File: src/rtl/drb_pkg.sv
// Shared types, constants and helpers for the deferred return buffer pool.
// No dependencies; every other file in rtl/ but drb_ram imports this package.
package drb_pkg;

    localparam int DEF_POOL_DEPTH = 64;
    localparam int SIZE_W         = 7;
    localparam int SLOT_W         = 32;
    localparam int ENTRY_W        = 6;
    localparam int DATA_W         = 32;
    localparam int ADDR_W         = 3;
    localparam int QUEUE_DEPTH    = 2;

    localparam logic [SIZE_W-1:0] POOL_ENTRIES_RST = 7'd64;

    // register index as decoded from the word address
    localparam logic REG_POOL_ENTRIES = 1'b0;

    typedef enum logic [1:0] {
        FUNC_ALLOC   = 2'd0,
        FUNC_UNALLOC = 2'd1,
        FUNC_FREE    = 2'd2,
        FUNC_SWEEP   = 2'd3
    } func_t;

    typedef enum logic [1:0] {
        B_IDLE       = 2'd0,
        B_ALLOC_RD   = 2'd1,
        B_SWEEP_RING = 2'd2,
        B_SWEEP_SLOT = 2'd3
    } back_state_t;

    // classified request, front -> queue -> back
    typedef struct packed {
        func_t               func;
        logic [SLOT_W-1:0]   slot;
        logic [ENTRY_W-1:0]  entry;
        logic                entry_ok;
    } op_t;

    // one result transfer
    typedef struct packed {
        logic                granted;
        logic [ENTRY_W-1:0]  entry_out;
        logic [SLOT_W-1:0]   slot_out;
        logic                slot_valid;
        logic                last;
        logic [SIZE_W-1:0]   free_count;
    } res_t;

    // pool reinitialisation request from the register block
    typedef struct packed {
        logic                en;
        logic [SIZE_W-1:0]   size;
    } init_t;

    // pool entry count saturated into 1..depth
    function automatic logic [SIZE_W-1:0] eff_size(input logic [SIZE_W-1:0] sz,
                                                   input logic [SIZE_W-1:0] depth);
        logic [SIZE_W-1:0] r;
        if (sz == '0)
            r = SIZE_W'(1);
        else if (sz > depth)
            r = depth;
        else
            r = sz;
        return r;
    endfunction

endpackage

File: src/rtl/drb_ram.sv
// Generic single-write, single-read RAM with registered read data.
// No dependencies.
module drb_ram #(
    parameter int WIDTH = 32,
    parameter int DEPTH = 64
) (
    input  logic                     clk,
    input  logic                     wr_en,
    input  logic [$clog2(DEPTH)-1:0] wr_addr,
    input  logic [WIDTH-1:0]         wr_data,
    input  logic                     rd_en,
    input  logic [$clog2(DEPTH)-1:0] rd_addr,
    output logic [WIDTH-1:0]         rd_data
);

    logic [WIDTH-1:0] mem_reg [DEPTH];
    logic [WIDTH-1:0] rd_data_reg;

    always_ff @(posedge clk)
    begin
        if (wr_en)
        begin
            mem_reg[wr_addr] <= wr_data;
        end
        if (rd_en)
        begin
            rd_data_reg <= mem_reg[rd_addr];
        end
    end

    assign rd_data = rd_data_reg;

endmodule

File: src/rtl/drb_front.sv
// Request front end: input stage that decodes the operation and range-checks the entry.
// Depends on drb_pkg.
module drb_front (
    input  logic                        clk,
    input  logic                        rst_n,
    input  logic                        in_valid,
    output logic                        in_ready,
    input  logic [1:0]                  func,
    input  logic [drb_pkg::SLOT_W-1:0]  slot_index,
    input  logic [drb_pkg::ENTRY_W-1:0] entry_index,
    input  logic [drb_pkg::SIZE_W-1:0]  n_size,
    input  logic                        q_ready,
    output logic                        q_push,
    output drb_pkg::op_t                q_op
);
    import drb_pkg::*;

    logic stage_valid_reg;
    logic stage_valid_next;
    op_t  op_reg;
    op_t  op_next;
    logic accept;

    assign in_ready = !stage_valid_reg || q_ready;
    assign accept   = in_valid && in_ready;
    assign q_push   = stage_valid_reg;
    assign q_op     = op_reg;

    always_comb
    begin
        op_next.func     = func_t'(func);
        op_next.slot     = slot_index;
        op_next.entry    = entry_index;
        op_next.entry_ok = {1'b0, entry_index} < n_size;

        if (accept)
            stage_valid_next = 1'b1;
        else if (q_ready)
            stage_valid_next = 1'b0;
        else
            stage_valid_next = stage_valid_reg;
    end

    always_ff @(posedge clk or negedge rst_n)
    begin
        if (!rst_n)
        begin
            stage_valid_reg <= 1'b0;
        end
        else
        begin
            stage_valid_reg <= stage_valid_next;
        end
    end

    always_ff @(posedge clk)
    begin
        if (accept)
        begin
            op_reg <= op_next;
        end
    end

endmodule

File: src/rtl/drb_queue.sv
// Short FIFO of classified requests between front end and pool engine.
// Depends on drb_pkg.
module drb_queue (
    input  logic         clk,
    input  logic         rst_n,
    input  logic         push,
    output logic         push_ready,
    input  drb_pkg::op_t push_op,
    output logic         pop_valid,
    input  logic         pop,
    output drb_pkg::op_t pop_op
);
    import drb_pkg::*;

    localparam int QP_W = $clog2(QUEUE_DEPTH);
    localparam int QC_W = $clog2(QUEUE_DEPTH + 1);

    op_t             slots_reg [QUEUE_DEPTH];
    logic [QP_W-1:0] wr_ptr_reg;
    logic [QP_W-1:0] rd_ptr_reg;
    logic [QC_W-1:0] count_reg;
    logic [QC_W-1:0] count_next;
    logic            do_push;
    logic            do_pop;

    function automatic logic [QP_W-1:0] qadv(input logic [QP_W-1:0] p);
        return (p == QP_W'(QUEUE_DEPTH - 1)) ? '0 : p + 1'b1;
    endfunction

    assign push_ready = count_reg != QC_W'(QUEUE_DEPTH);
    assign pop_valid  = count_reg != '0;
    assign pop_op     = slots_reg[rd_ptr_reg];
    assign do_push    = push && push_ready;
    assign do_pop     = pop && pop_valid;

    always_comb
    begin
        count_next = count_reg;
        if (do_push && !do_pop)
            count_next = count_reg + 1'b1;
        else if (do_pop && !do_push)
            count_next = count_reg - 1'b1;
    end

    always_ff @(posedge clk or negedge rst_n)
    begin
        if (!rst_n)
        begin
            wr_ptr_reg <= '0;
            rd_ptr_reg <= '0;
            count_reg  <= '0;
        end
        else
        begin
            if (do_push)
                wr_ptr_reg <= qadv(wr_ptr_reg);
            if (do_pop)
                rd_ptr_reg <= qadv(rd_ptr_reg);
            count_reg <= count_next;
        end
    end

    always_ff @(posedge clk)
    begin
        if (do_push)
        begin
            slots_reg[wr_ptr_reg] <= push_op;
        end
    end

endmodule

File: src/rtl/drb_back.sv
// Pool engine: free ring, cursors, counts, slot store and the result register.
// Depends on drb_pkg and drb_ram.
module drb_back #(
    parameter int POOL_DEPTH = drb_pkg::DEF_POOL_DEPTH
) (
    input  logic                       clk,
    input  logic                       rst_n,
    input  drb_pkg::init_t             init,
    input  logic [drb_pkg::SIZE_W-1:0] n_size,
    input  logic                       q_valid,
    input  drb_pkg::op_t               q_op,
    output logic                       q_pop,
    output logic                       out_valid,
    input  logic                       out_ready,
    output drb_pkg::res_t              out_res
);
    import drb_pkg::*;

    localparam int PTR_W = $clog2(POOL_DEPTH);
    localparam int CNT_W = $clog2(POOL_DEPTH + 1);
    localparam int SUM_W = CNT_W + 1;
    localparam logic [CNT_W-1:0] AVAIL_RST =
        CNT_W'(eff_size(POOL_ENTRIES_RST, SIZE_W'(POOL_DEPTH)));

    back_state_t          state_reg, state_next;
    logic [PTR_W-1:0]     head_reg, head_next;
    logic [PTR_W-1:0]     tail_reg, tail_next;
    logic [PTR_W-1:0]     trail_reg, trail_next;
    logic [CNT_W-1:0]     avail_reg, avail_next;
    logic [CNT_W-1:0]     ret_reg, ret_next;
    logic [POOL_DEPTH-1:0] valid_reg;
    logic                 out_valid_reg;
    res_t                 out_res_reg, res_next;
    logic [SLOT_W-1:0]    op_slot_reg, op_slot_next;
    logic                 ring_init_reg;
    logic [PTR_W-1:0]     ring_addr_reg;

    logic [CNT_W-1:0]     n;
    logic                 out_free;
    logic                 emit;
    logic                 has_out;
    logic                 free_ok;

    logic                 ring_wr_en;
    logic [PTR_W-1:0]     ring_wr_data;
    logic                 ring_rd_en;
    logic [PTR_W-1:0]     ring_rd_addr;
    logic [PTR_W-1:0]     ring_q;
    logic [PTR_W-1:0]     ring_entry;
    logic                 slot_wr_en;
    logic                 slot_rd_en;
    logic [SLOT_W-1:0]    slot_q;

    function automatic logic [PTR_W-1:0] adv(input logic [PTR_W-1:0] p,
                                             input logic [CNT_W-1:0] sz);
        logic [SUM_W-1:0] p1;
        p1 = SUM_W'(p) + 1'b1;
        return (p1 >= SUM_W'(sz)) ? '0 : p1[PTR_W-1:0];
    endfunction

    assign n          = n_size[CNT_W-1:0];
    assign out_free   = !out_valid_reg || out_ready;
    assign has_out    = (SUM_W'(avail_reg) + SUM_W'(ret_reg)) < SUM_W'(n);
    assign free_ok    = has_out && q_op.entry_ok;
    // a ring entry never written since init holds its own index
    assign ring_entry = ring_init_reg ? ring_addr_reg : ring_q;

    // free ring: written at the tail, read at head or trail
    drb_ram #(
        .WIDTH (PTR_W),
        .DEPTH (POOL_DEPTH)
    ) u_ring (
        .clk     (clk),
        .wr_en   (ring_wr_en),
        .wr_addr (tail_reg),
        .wr_data (ring_wr_data),
        .rd_en   (ring_rd_en),
        .rd_addr (ring_rd_addr),
        .rd_data (ring_q)
    );

    // recorded ring slot per pool entry
    drb_ram #(
        .WIDTH (SLOT_W),
        .DEPTH (POOL_DEPTH)
    ) u_slot (
        .clk     (clk),
        .wr_en   (slot_wr_en),
        .wr_addr (ring_entry),
        .wr_data (op_slot_reg),
        .rd_en   (slot_rd_en),
        .rd_addr (ring_entry),
        .rd_data (slot_q)
    );

    // next state
    always_comb
    begin
        state_next = state_reg;
        case (state_reg)
            B_IDLE:
            begin
                if (q_valid)
                begin
                    if (q_op.func == FUNC_ALLOC && avail_reg != '0)
                        state_next = B_ALLOC_RD;
                    else if (q_op.func == FUNC_SWEEP && ret_reg != '0)
                        state_next = B_SWEEP_RING;
                end
            end
            B_ALLOC_RD:
            begin
                if (out_free)
                    state_next = B_IDLE;
            end
            B_SWEEP_RING:
            begin
                state_next = B_SWEEP_SLOT;
            end
            B_SWEEP_SLOT:
            begin
                if (out_free)
                    state_next = (ret_reg == CNT_W'(1)) ? B_IDLE : B_SWEEP_RING;
            end
            default:
            begin
                state_next = B_IDLE;
            end
        endcase
    end

    // datapath control
    always_comb
    begin
        q_pop        = 1'b0;
        emit         = 1'b0;
        res_next     = '0;
        res_next.last = 1'b1;
        res_next.free_count = SIZE_W'(avail_reg);
        head_next    = head_reg;
        tail_next    = tail_reg;
        trail_next   = trail_reg;
        avail_next   = avail_reg;
        ret_next     = ret_reg;
        op_slot_next = op_slot_reg;
        ring_wr_en   = 1'b0;
        ring_wr_data = q_op.entry[PTR_W-1:0];
        ring_rd_en   = 1'b0;
        ring_rd_addr = head_reg;
        slot_wr_en   = 1'b0;
        slot_rd_en   = 1'b0;

        case (state_reg)
            B_IDLE:
            begin
                if (q_valid)
                begin
                    case (q_op.func)
                        FUNC_ALLOC:
                        begin
                            if (avail_reg == '0)
                            begin
                                q_pop = out_free;
                                emit  = out_free;
                            end
                            else
                            begin
                                q_pop        = 1'b1;
                                op_slot_next = q_op.slot;
                                ring_rd_en   = 1'b1;
                                ring_rd_addr = head_reg;
                            end
                        end
                        FUNC_UNALLOC:
                        begin
                            q_pop = out_free;
                            emit  = out_free;
                            if (has_out && out_free)
                            begin
                                avail_next = avail_reg + 1'b1;
                                head_next  = (head_reg == '0) ?
                                             PTR_W'(n - 1'b1) : head_reg - 1'b1;
                            end
                            res_next.granted    = has_out;
                            res_next.free_count = SIZE_W'(avail_next);
                        end
                        FUNC_FREE:
                        begin
                            q_pop = out_free;
                            emit  = out_free;
                            if (free_ok && out_free)
                            begin
                                ring_wr_en = 1'b1;
                                ret_next   = ret_reg + 1'b1;
                                tail_next  = adv(tail_reg, n);
                            end
                            res_next.granted = free_ok;
                        end
                        FUNC_SWEEP:
                        begin
                            if (ret_reg == '0)
                            begin
                                q_pop = out_free;
                                emit  = out_free;
                                res_next.granted = 1'b1;
                            end
                            else
                            begin
                                q_pop        = 1'b1;
                                ring_rd_en   = 1'b1;
                                ring_rd_addr = trail_reg;
                            end
                        end
                        default:
                        begin
                            q_pop = 1'b0;
                        end
                    endcase
                end
            end
            B_ALLOC_RD:
            begin
                if (out_free)
                begin
                    emit       = 1'b1;
                    slot_wr_en = 1'b1;
                    avail_next = avail_reg - 1'b1;
                    head_next  = adv(head_reg, n);
                    res_next.granted    = 1'b1;
                    res_next.entry_out  = ENTRY_W'(ring_entry);
                    res_next.free_count = SIZE_W'(avail_next);
                end
            end
            B_SWEEP_RING:
            begin
                slot_rd_en = 1'b1;
            end
            B_SWEEP_SLOT:
            begin
                if (out_free)
                begin
                    emit       = 1'b1;
                    avail_next = avail_reg + 1'b1;
                    ret_next   = ret_reg - 1'b1;
                    trail_next = adv(trail_reg, n);
                    res_next.granted    = 1'b1;
                    res_next.slot_out   = slot_q;
                    res_next.slot_valid = 1'b1;
                    res_next.last       = ret_reg == CNT_W'(1);
                    res_next.free_count = SIZE_W'(avail_next);
                    if (ret_reg != CNT_W'(1))
                    begin
                        ring_rd_en   = 1'b1;
                        ring_rd_addr = trail_next;
                    end
                end
            end
            default:
            begin
                emit = 1'b0;
            end
        endcase
    end

    always_ff @(posedge clk or negedge rst_n)
    begin
        if (!rst_n)
        begin
            state_reg     <= B_IDLE;
            head_reg      <= '0;
            tail_reg      <= '0;
            trail_reg     <= '0;
            avail_reg     <= AVAIL_RST;
            ret_reg       <= '0;
            valid_reg     <= '0;
            out_valid_reg <= 1'b0;
        end
        else if (init.en)
        begin
            state_reg     <= B_IDLE;
            head_reg      <= '0;
            tail_reg      <= '0;
            trail_reg     <= '0;
            avail_reg     <= init.size[CNT_W-1:0];
            ret_reg       <= '0;
            valid_reg     <= '0;
        end
        else
        begin
            state_reg <= state_next;
            head_reg  <= head_next;
            tail_reg  <= tail_next;
            trail_reg <= trail_next;
            avail_reg <= avail_next;
            ret_reg   <= ret_next;
            if (ring_wr_en)
                valid_reg[tail_reg] <= 1'b1;
            if (emit)
                out_valid_reg <= 1'b1;
            else if (out_ready)
                out_valid_reg <= 1'b0;
        end
    end

    always_ff @(posedge clk)
    begin
        op_slot_reg <= op_slot_next;
        if (emit)
            out_res_reg <= res_next;
        if (ring_rd_en)
        begin
            ring_init_reg <= !valid_reg[ring_rd_addr];
            ring_addr_reg <= ring_rd_addr;
        end
    end

    assign out_valid = out_valid_reg;
    assign out_res   = out_res_reg;

`ifndef SYNTHESIS
    a_counts_bounded: assert property (@(posedge clk) disable iff (!rst_n)
        (SUM_W'(avail_reg) + SUM_W'(ret_reg)) <= SUM_W'(n))
        else $error("available plus returnable exceeds pool size");

    a_cursors_in_range: assert property (@(posedge clk) disable iff (!rst_n)
        (CNT_W'(head_reg) < n) && (CNT_W'(tail_reg) < n) && (CNT_W'(trail_reg) < n))
        else $error("ring cursor outside pool");

    a_sweep_has_work: assert property (@(posedge clk) disable iff (!rst_n)
        (state_reg == B_SWEEP_RING || state_reg == B_SWEEP_SLOT) |-> ret_reg != '0)
        else $error("sweep running with nothing returnable");

    a_alloc_has_entry: assert property (@(posedge clk) disable iff (!rst_n)
        state_reg == B_ALLOC_RD |-> avail_reg != '0)
        else $error("alloc in flight with empty pool");
`endif

endmodule

File: src/rtl/deferred_return_buffer_pool.sv
// Top level of the deferred return buffer pool: APB register, front end, queue, pool engine.
// Depends on drb_pkg, drb_front, drb_queue, drb_back and drb_ram.
//
// Buffer-context pool kept on a circular free ring with head, tail and trail cursors.
// Requests enter through a registered front end that decodes func and range-checks
// entry_index against the pool size, then wait in a two-deep queue for the pool
// engine, so the input side keeps taking transfers, up to three held in the front
// stage and queue, while the engine works or the output is stalled. Engine steps follow
// the registered read of the free-ring and slot memories: unalloc, free, a refused
// alloc and an empty sweep complete straight from idle; a granted alloc reads the ring
// at the head, then writes the slot and gives the result; a sweep of k returned entries
// does one ring read and one slot read per entry, and gives k result transfers with
// last on the final one. Every request gives at least one result transfer; results sit
// in an output register so the engine carries on as soon as the consumer takes them.
// The slot of an entry that was freed without being allocated is undefined. Writing
// the pool entry count (address 0) reinitialises ring, cursors and counts; no clearing
// pass is needed after reset or after a write. Write the register only while the block
// is idle.
module deferred_return_buffer_pool #(
    parameter int POOL_DEPTH = drb_pkg::DEF_POOL_DEPTH
) (
    input  logic                        clk,
    input  logic                        rst_n,
    // APB register port
    input  logic                        psel,
    input  logic                        penable,
    input  logic                        pwrite,
    input  logic [drb_pkg::ADDR_W-1:0]  paddr,
    input  logic [drb_pkg::DATA_W-1:0]  pwdata,
    output logic [drb_pkg::DATA_W-1:0]  prdata,
    output logic                        pready,
    // request channel
    input  logic                        in_valid,
    output logic                        in_ready,
    input  logic [1:0]                  func,
    input  logic [drb_pkg::SLOT_W-1:0]  slot_index,
    input  logic [drb_pkg::ENTRY_W-1:0] entry_index,
    // result channel
    output logic                        out_valid,
    input  logic                        out_ready,
    output logic                        granted,
    output logic [drb_pkg::ENTRY_W-1:0] entry_out,
    output logic [drb_pkg::SLOT_W-1:0]  slot_out,
    output logic                        slot_valid,
    output logic                        last,
    output logic [drb_pkg::SIZE_W-1:0]  free_count
);
    import drb_pkg::*;

    logic [SIZE_W-1:0] pool_entries_reg;
    logic [SIZE_W-1:0] n_size;
    logic              reg_sel;
    logic              cfg_wr;
    init_t             init;

    logic              q_push;
    logic              q_push_ready;
    op_t               q_push_op;
    logic              q_pop_valid;
    logic              q_pop;
    op_t               q_pop_op;
    res_t              res;

    // APB: no wait states; register index is the word address
    assign pready  = 1'b1;
    assign reg_sel = paddr[2] == REG_POOL_ENTRIES;
    assign cfg_wr  = psel && penable && pwrite && reg_sel;
    assign prdata  = reg_sel ? DATA_W'(pool_entries_reg) : '0;

    // effective size: entry count saturated into 1..POOL_DEPTH
    assign n_size    = eff_size(pool_entries_reg, SIZE_W'(POOL_DEPTH));
    assign init.en   = cfg_wr;
    assign init.size = eff_size(pwdata[SIZE_W-1:0], SIZE_W'(POOL_DEPTH));

    always_ff @(posedge clk or negedge rst_n)
    begin
        if (!rst_n)
        begin
            pool_entries_reg <= POOL_ENTRIES_RST;
        end
        else if (cfg_wr)
        begin
            pool_entries_reg <= pwdata[SIZE_W-1:0];
        end
    end

    drb_front u_front (
        .clk         (clk),
        .rst_n       (rst_n),
        .in_valid    (in_valid),
        .in_ready    (in_ready),
        .func        (func),
        .slot_index  (slot_index),
        .entry_index (entry_index),
        .n_size      (n_size),
        .q_ready     (q_push_ready),
        .q_push      (q_push),
        .q_op        (q_push_op)
    );

    drb_queue u_queue (
        .clk        (clk),
        .rst_n      (rst_n),
        .push       (q_push),
        .push_ready (q_push_ready),
        .push_op    (q_push_op),
        .pop_valid  (q_pop_valid),
        .pop        (q_pop),
        .pop_op     (q_pop_op)
    );

    drb_back #(
        .POOL_DEPTH (POOL_DEPTH)
    ) u_back (
        .clk       (clk),
        .rst_n     (rst_n),
        .init      (init),
        .n_size    (n_size),
        .q_valid   (q_pop_valid),
        .q_op      (q_pop_op),
        .q_pop     (q_pop),
        .out_valid (out_valid),
        .out_ready (out_ready),
        .out_res   (res)
    );

    assign granted    = res.granted;
    assign entry_out  = res.entry_out;
    assign slot_out   = res.slot_out;
    assign slot_valid = res.slot_valid;
    assign last       = res.last;
    assign free_count = res.free_count;

endmodule

File: config.mk
export PLATFORM = sky130hd
export DESIGN_NAME = deferred_return_buffer_pool
export DESIGN_NICKNAME = d
export VERILOG_FILES = /design/src/rtl/drb_pkg.sv /design/src/rtl/drb_ram.sv /design/src/rtl/drb_front.sv /design/src/rtl/drb_queue.sv /design/src/rtl/drb_back.sv /design/src/rtl/deferred_return_buffer_pool.sv
export SDC_FILE = /design/constraint.sdc
export NUM_CORES = 2
export LEC_CHECK = 0
export BUFFER_PORTS_ARGS = -buffer_cell sky130_fd_sc_hd__buf_4
export CORE_MARGIN = 2
export CORE_UTILIZATION = 55
export DETAILED_ROUTE_END_ITERATION = 8
export PLACE_DENSITY = 0.75
export SETUP_SLACK_MARGIN = 0.5
export SLEW_MARGIN = 20
export SYNTH_ARGS = -nofsm -noshare
export SYNTH_HDL_FRONTEND = slang
export SYNTH_SLANG_ARGS = --single-unit
File: constraint.sdc
create_clock -name clk -period 17.75 [get_ports clk]
set_clock_uncertainty 0.15 [all_clocks]
set_input_delay 2.6625 -clock clk [delete_from_list [all_inputs] [get_ports clk]]
set_output_delay 2.6625 -clock clk [all_outputs]
set_load 0.01 [all_outputs]
==> summary.md <==
| Metric | Value |
|---|---|
| Final hold violations | `0` |
| Status | `complete, no violations` |
| Avg Cell Area, Syn | `16.8 µm²` |
| Cells after Synth | `6280` |
| Wire per inst | `32.4 µm` |
| Number of H-tree levels | `5` |
| Synth Cell Area | `0.106 mm²` |
| # IOs | `165` |
| EDFF count, synth | `2680` |
| Root Driver | `clkbuf_16` |
| Grt ovf | `0` |
| First-pass GRT wire length | `421 mm` |
| Antenna violations before repair | `2` |
| CP required | `18.25 ns` |
| Clock Path Buffers | `4` |
| VDD IR max | `0.000188 V` |
| Num Clock Sinks | `2791` |
| Crit Path Max Fanout | `62` |
| Lkg Pwr | `37.9 nW` |
| Clock slew at reported path FFs | `0.06 ns` |
| PwrDens | `167 mW/mm²` |
| Die ar. | `0.196 mm²` |
| Setup violators final | `0` |
| Worst hold slack | `0.267 ns` |
| Die Span Y | `442 µm` |
| WL final | `297 mm` |
| MaxCap Viol Count | `0` |
| Post-CTS setup buffer count | `0` |
| Placed inst area | `0.110 mm²` |
| Share of layout cells above drive strength 1 | `0.127` |
| Critical path capture point type | `flop` |
| CTS Buf Count | `275` |
| Post_cts resized | `0` |
| Row cnt | `160` |
| Die Span X | `442 µm` |
| Worst-Skew Late Latency | `0.92 ns` |
| RePlAce Congestion | `0.870` |
| Final Critical Period | `6.98 ns` |
| Critical path launch point type | `primary input` |
| Top_reg_cell synth | `edfxtp_1` |
| Via density | `6.93` |
| Max Freq | `143 MHz` |
| Warnings, synthesis | `0` |
| DRC errors left | `0` |
| Final ANT Viol Nets | `0` |
| Initial core utilization | `0.554` |
| Fraction of registers with async set/reset | `0.0398` |
| Final period util | `0.393` |
| Fin cells | `9164` |
| Area grow syn2layout | `12.4%` |
| Max Slew Vio Count | `0` |
| Flops & latches, synth | `2791` |
| Critical Path AT | `7.48 ns` |
| RSZ-0062 raised after global routing | `false` |
| DR pass1 iterations | `9` |
| Layout Nets | `6603` |
| Hold buffer count at CTS | `0` |
| CTS tree | `yes` |
| Crit Path Class | `in2reg` |
| Setup TNS | `0 ns` |
| Largest register FFs | `2048` |
| Port Buffers | `111` |
| Synth cell types | `79` |
| Final Cell Area | `0.119 mm²` |
| GRT Overall Usage | `0.295` |
| Worst-Margin Slew | `1.14 ns` |
| Initial drt markers | `10700` |
| DP Cell Count | `8698` |
| Min-delay worst type | `reg2reg` |
| Slew margin rel. | `0.234` |
| Vias in the first global route | `60800` |
| DP HPWL | `164 mm` |
| Largest net degree at the start of global routing | `90` |
| Core region area | `0.191 mm²` |
| Via count | `63500` |
| Sequential cell area fraction in the yosys report | `0.788` |
==> worst paths after layout <==
| check | start | to | slack (ns) | cells after the start |
|---|---|---|---|---|
| setup / recovery | out_ready | u_back.u_ring.rd_data[3] | 10.77 | 16 |
| hold / removal | u_front.q_op[10] | u_queue.slots_reg[0][10] | 0.27 | 0 |
| setup reg to reg | pool_entries_reg[6] | u_back.u_ring.rd_data[3] | 11.25 | 17 |
| hold reg to reg | u_front.q_op[10] | u_queue.slots_reg[0][10] | 0.27 | 0 |
| max in group asynchronous | rst_n | u_back.valid_reg[46] | 14.48 | 2 |
| min in group asynchronous | rst_n | u_back.head_reg[4] | 1.69 | 1 |
==> metal layers <==
layer,vias to the layer above,wire [µm],GRT usage
met1,31800,102000,0.389
met2,4866,140000,0.467
met5,-,0,0
li1,26000,-,-
met3,842,36700,0.0590
met4,0,18200,0.161
==> layout by cell type, fill, tap and decap left out, drive strengths merged, types with 41 or more instances in the layout <==
| cell type | instances |
|---|---|
| edfxtp | 2680 |
| a22oi | 744 |
| nand2 | 405 |
| clkbuf | 355 |
| buf | 321 |
| nor2 | 221 |
| nand3 | 169 |
| a221oi | 138 |
| a31oi | 113 |
| a22o | 109 |
| dfrtp | 109 |
| o21ai | 107 |
| a41oi | 102 |
| a21oi | 101 |
| mux2i | 95 |
| nand4 | 86 |
| clkinv | 82 |
| o21a | 67 |
| ha | 56 |
| a222oi | 55 |
| mux2 | 46 |
| and3 | 42 |
| inv | 41 |
==> where the power goes <==
part	switching [mW]	internal, mW	total, mW
logic	4.37	1.73	6.10
registers	0.174	8.02	8.19
clock network	2.35	3.23	5.59
==> stage by stage <==
stage          setup WS [ns]  total power [mW]  utilization
2_1_floorplan          10.49              11.9            -
3_3_place_gp            9.43              14.1        0.578
3_5_place_dp            9.96              14.3        0.578
4_1_cts                10.88              19.8        0.623
5_1_grt                10.51              20.4        0.623
6_report               10.77              19.9        0.623
==> synthesized netlist by cell type (14+ instances only) <==
cell      number  area (µm²)
nand2b_1      17         106
a41oi_1      101         885
clkbuf_1     277        1040
and3_1        42         263
nand4_1       86         538
buf_2         50         250
o22ai_1       29         181
nor4_1        26         163
dfrtp_1      109        2730
mux2_2        46         518
inv_1         37         139
a211oi_1      17         128
a31oi_1      113         707
buf_1         59         221
nor3_1        23         115
nand2_1      405        1520
xor2_1        22         193
nor2b_1       24         150
mux2i_1       95         951
nor2_1       221         830
buf_4         46         345
xnor2_1       25         219
o21a_1        67         503
a21boi_0      14         105
ha_1          56         701
a222oi_1      55         551
a22o_1       109         955
a22oi_1      744        5590
a21o_1        14         105
nand3_1      169         846
a32oi_1       29         254
a221oi_1     138        1210
edfxtp_1    2680       80500
a21oi_1      101         505
o21ai_0      102         510
==> kinds of logic (layout without fill, tap and decap cells) <==
family                   Yosys count  in the layout  share of synthesized area
adder cells (fa/ha/maj)           59             59                    0.00702
flip-flops                      2791           2791                      0.788
XOR/XNOR                          47             47                    0.00390
buffers and inverters            476            824                     0.0196
AO/OA/AOI/OAI                   1704           1704                      0.121
AND/OR/NAND/NOR                 1060           1060                     0.0462
other                              2             27                  0.0000711
multiplexers                     141            141                     0.0139
==> critical path: stages <==
cell	delay [ns]
buf_4	0.12
nor2b_1	0.11
buf_4	0.24
a31oi_1	0.16
a211oi_1	0.36
inv_1	0.12
a311oi_4	0.29
buf_4	0.38
or2_4	0.56
buf_16	0.32
buf_4	0.70
mux2i_1	0.27
a32oi_1	0.14
a32oi_1	0.43
nand4_1	0.27
o41a_1	0.20
==> area by class of cell <==
class / count / area [µm²]
clock buffer: 355 / 7430
multi-input combinational: 3037 / 21200
sequential: 2791 / 83300
tap: 2511 / 3140
fill: 12900 / 71900
clock inverter: 110 / 1030
antenna: 1 / 2.50
timing repair buffer: 321 / 2530
inverter: 38 / 145
(Power assumes the default switching activity.)
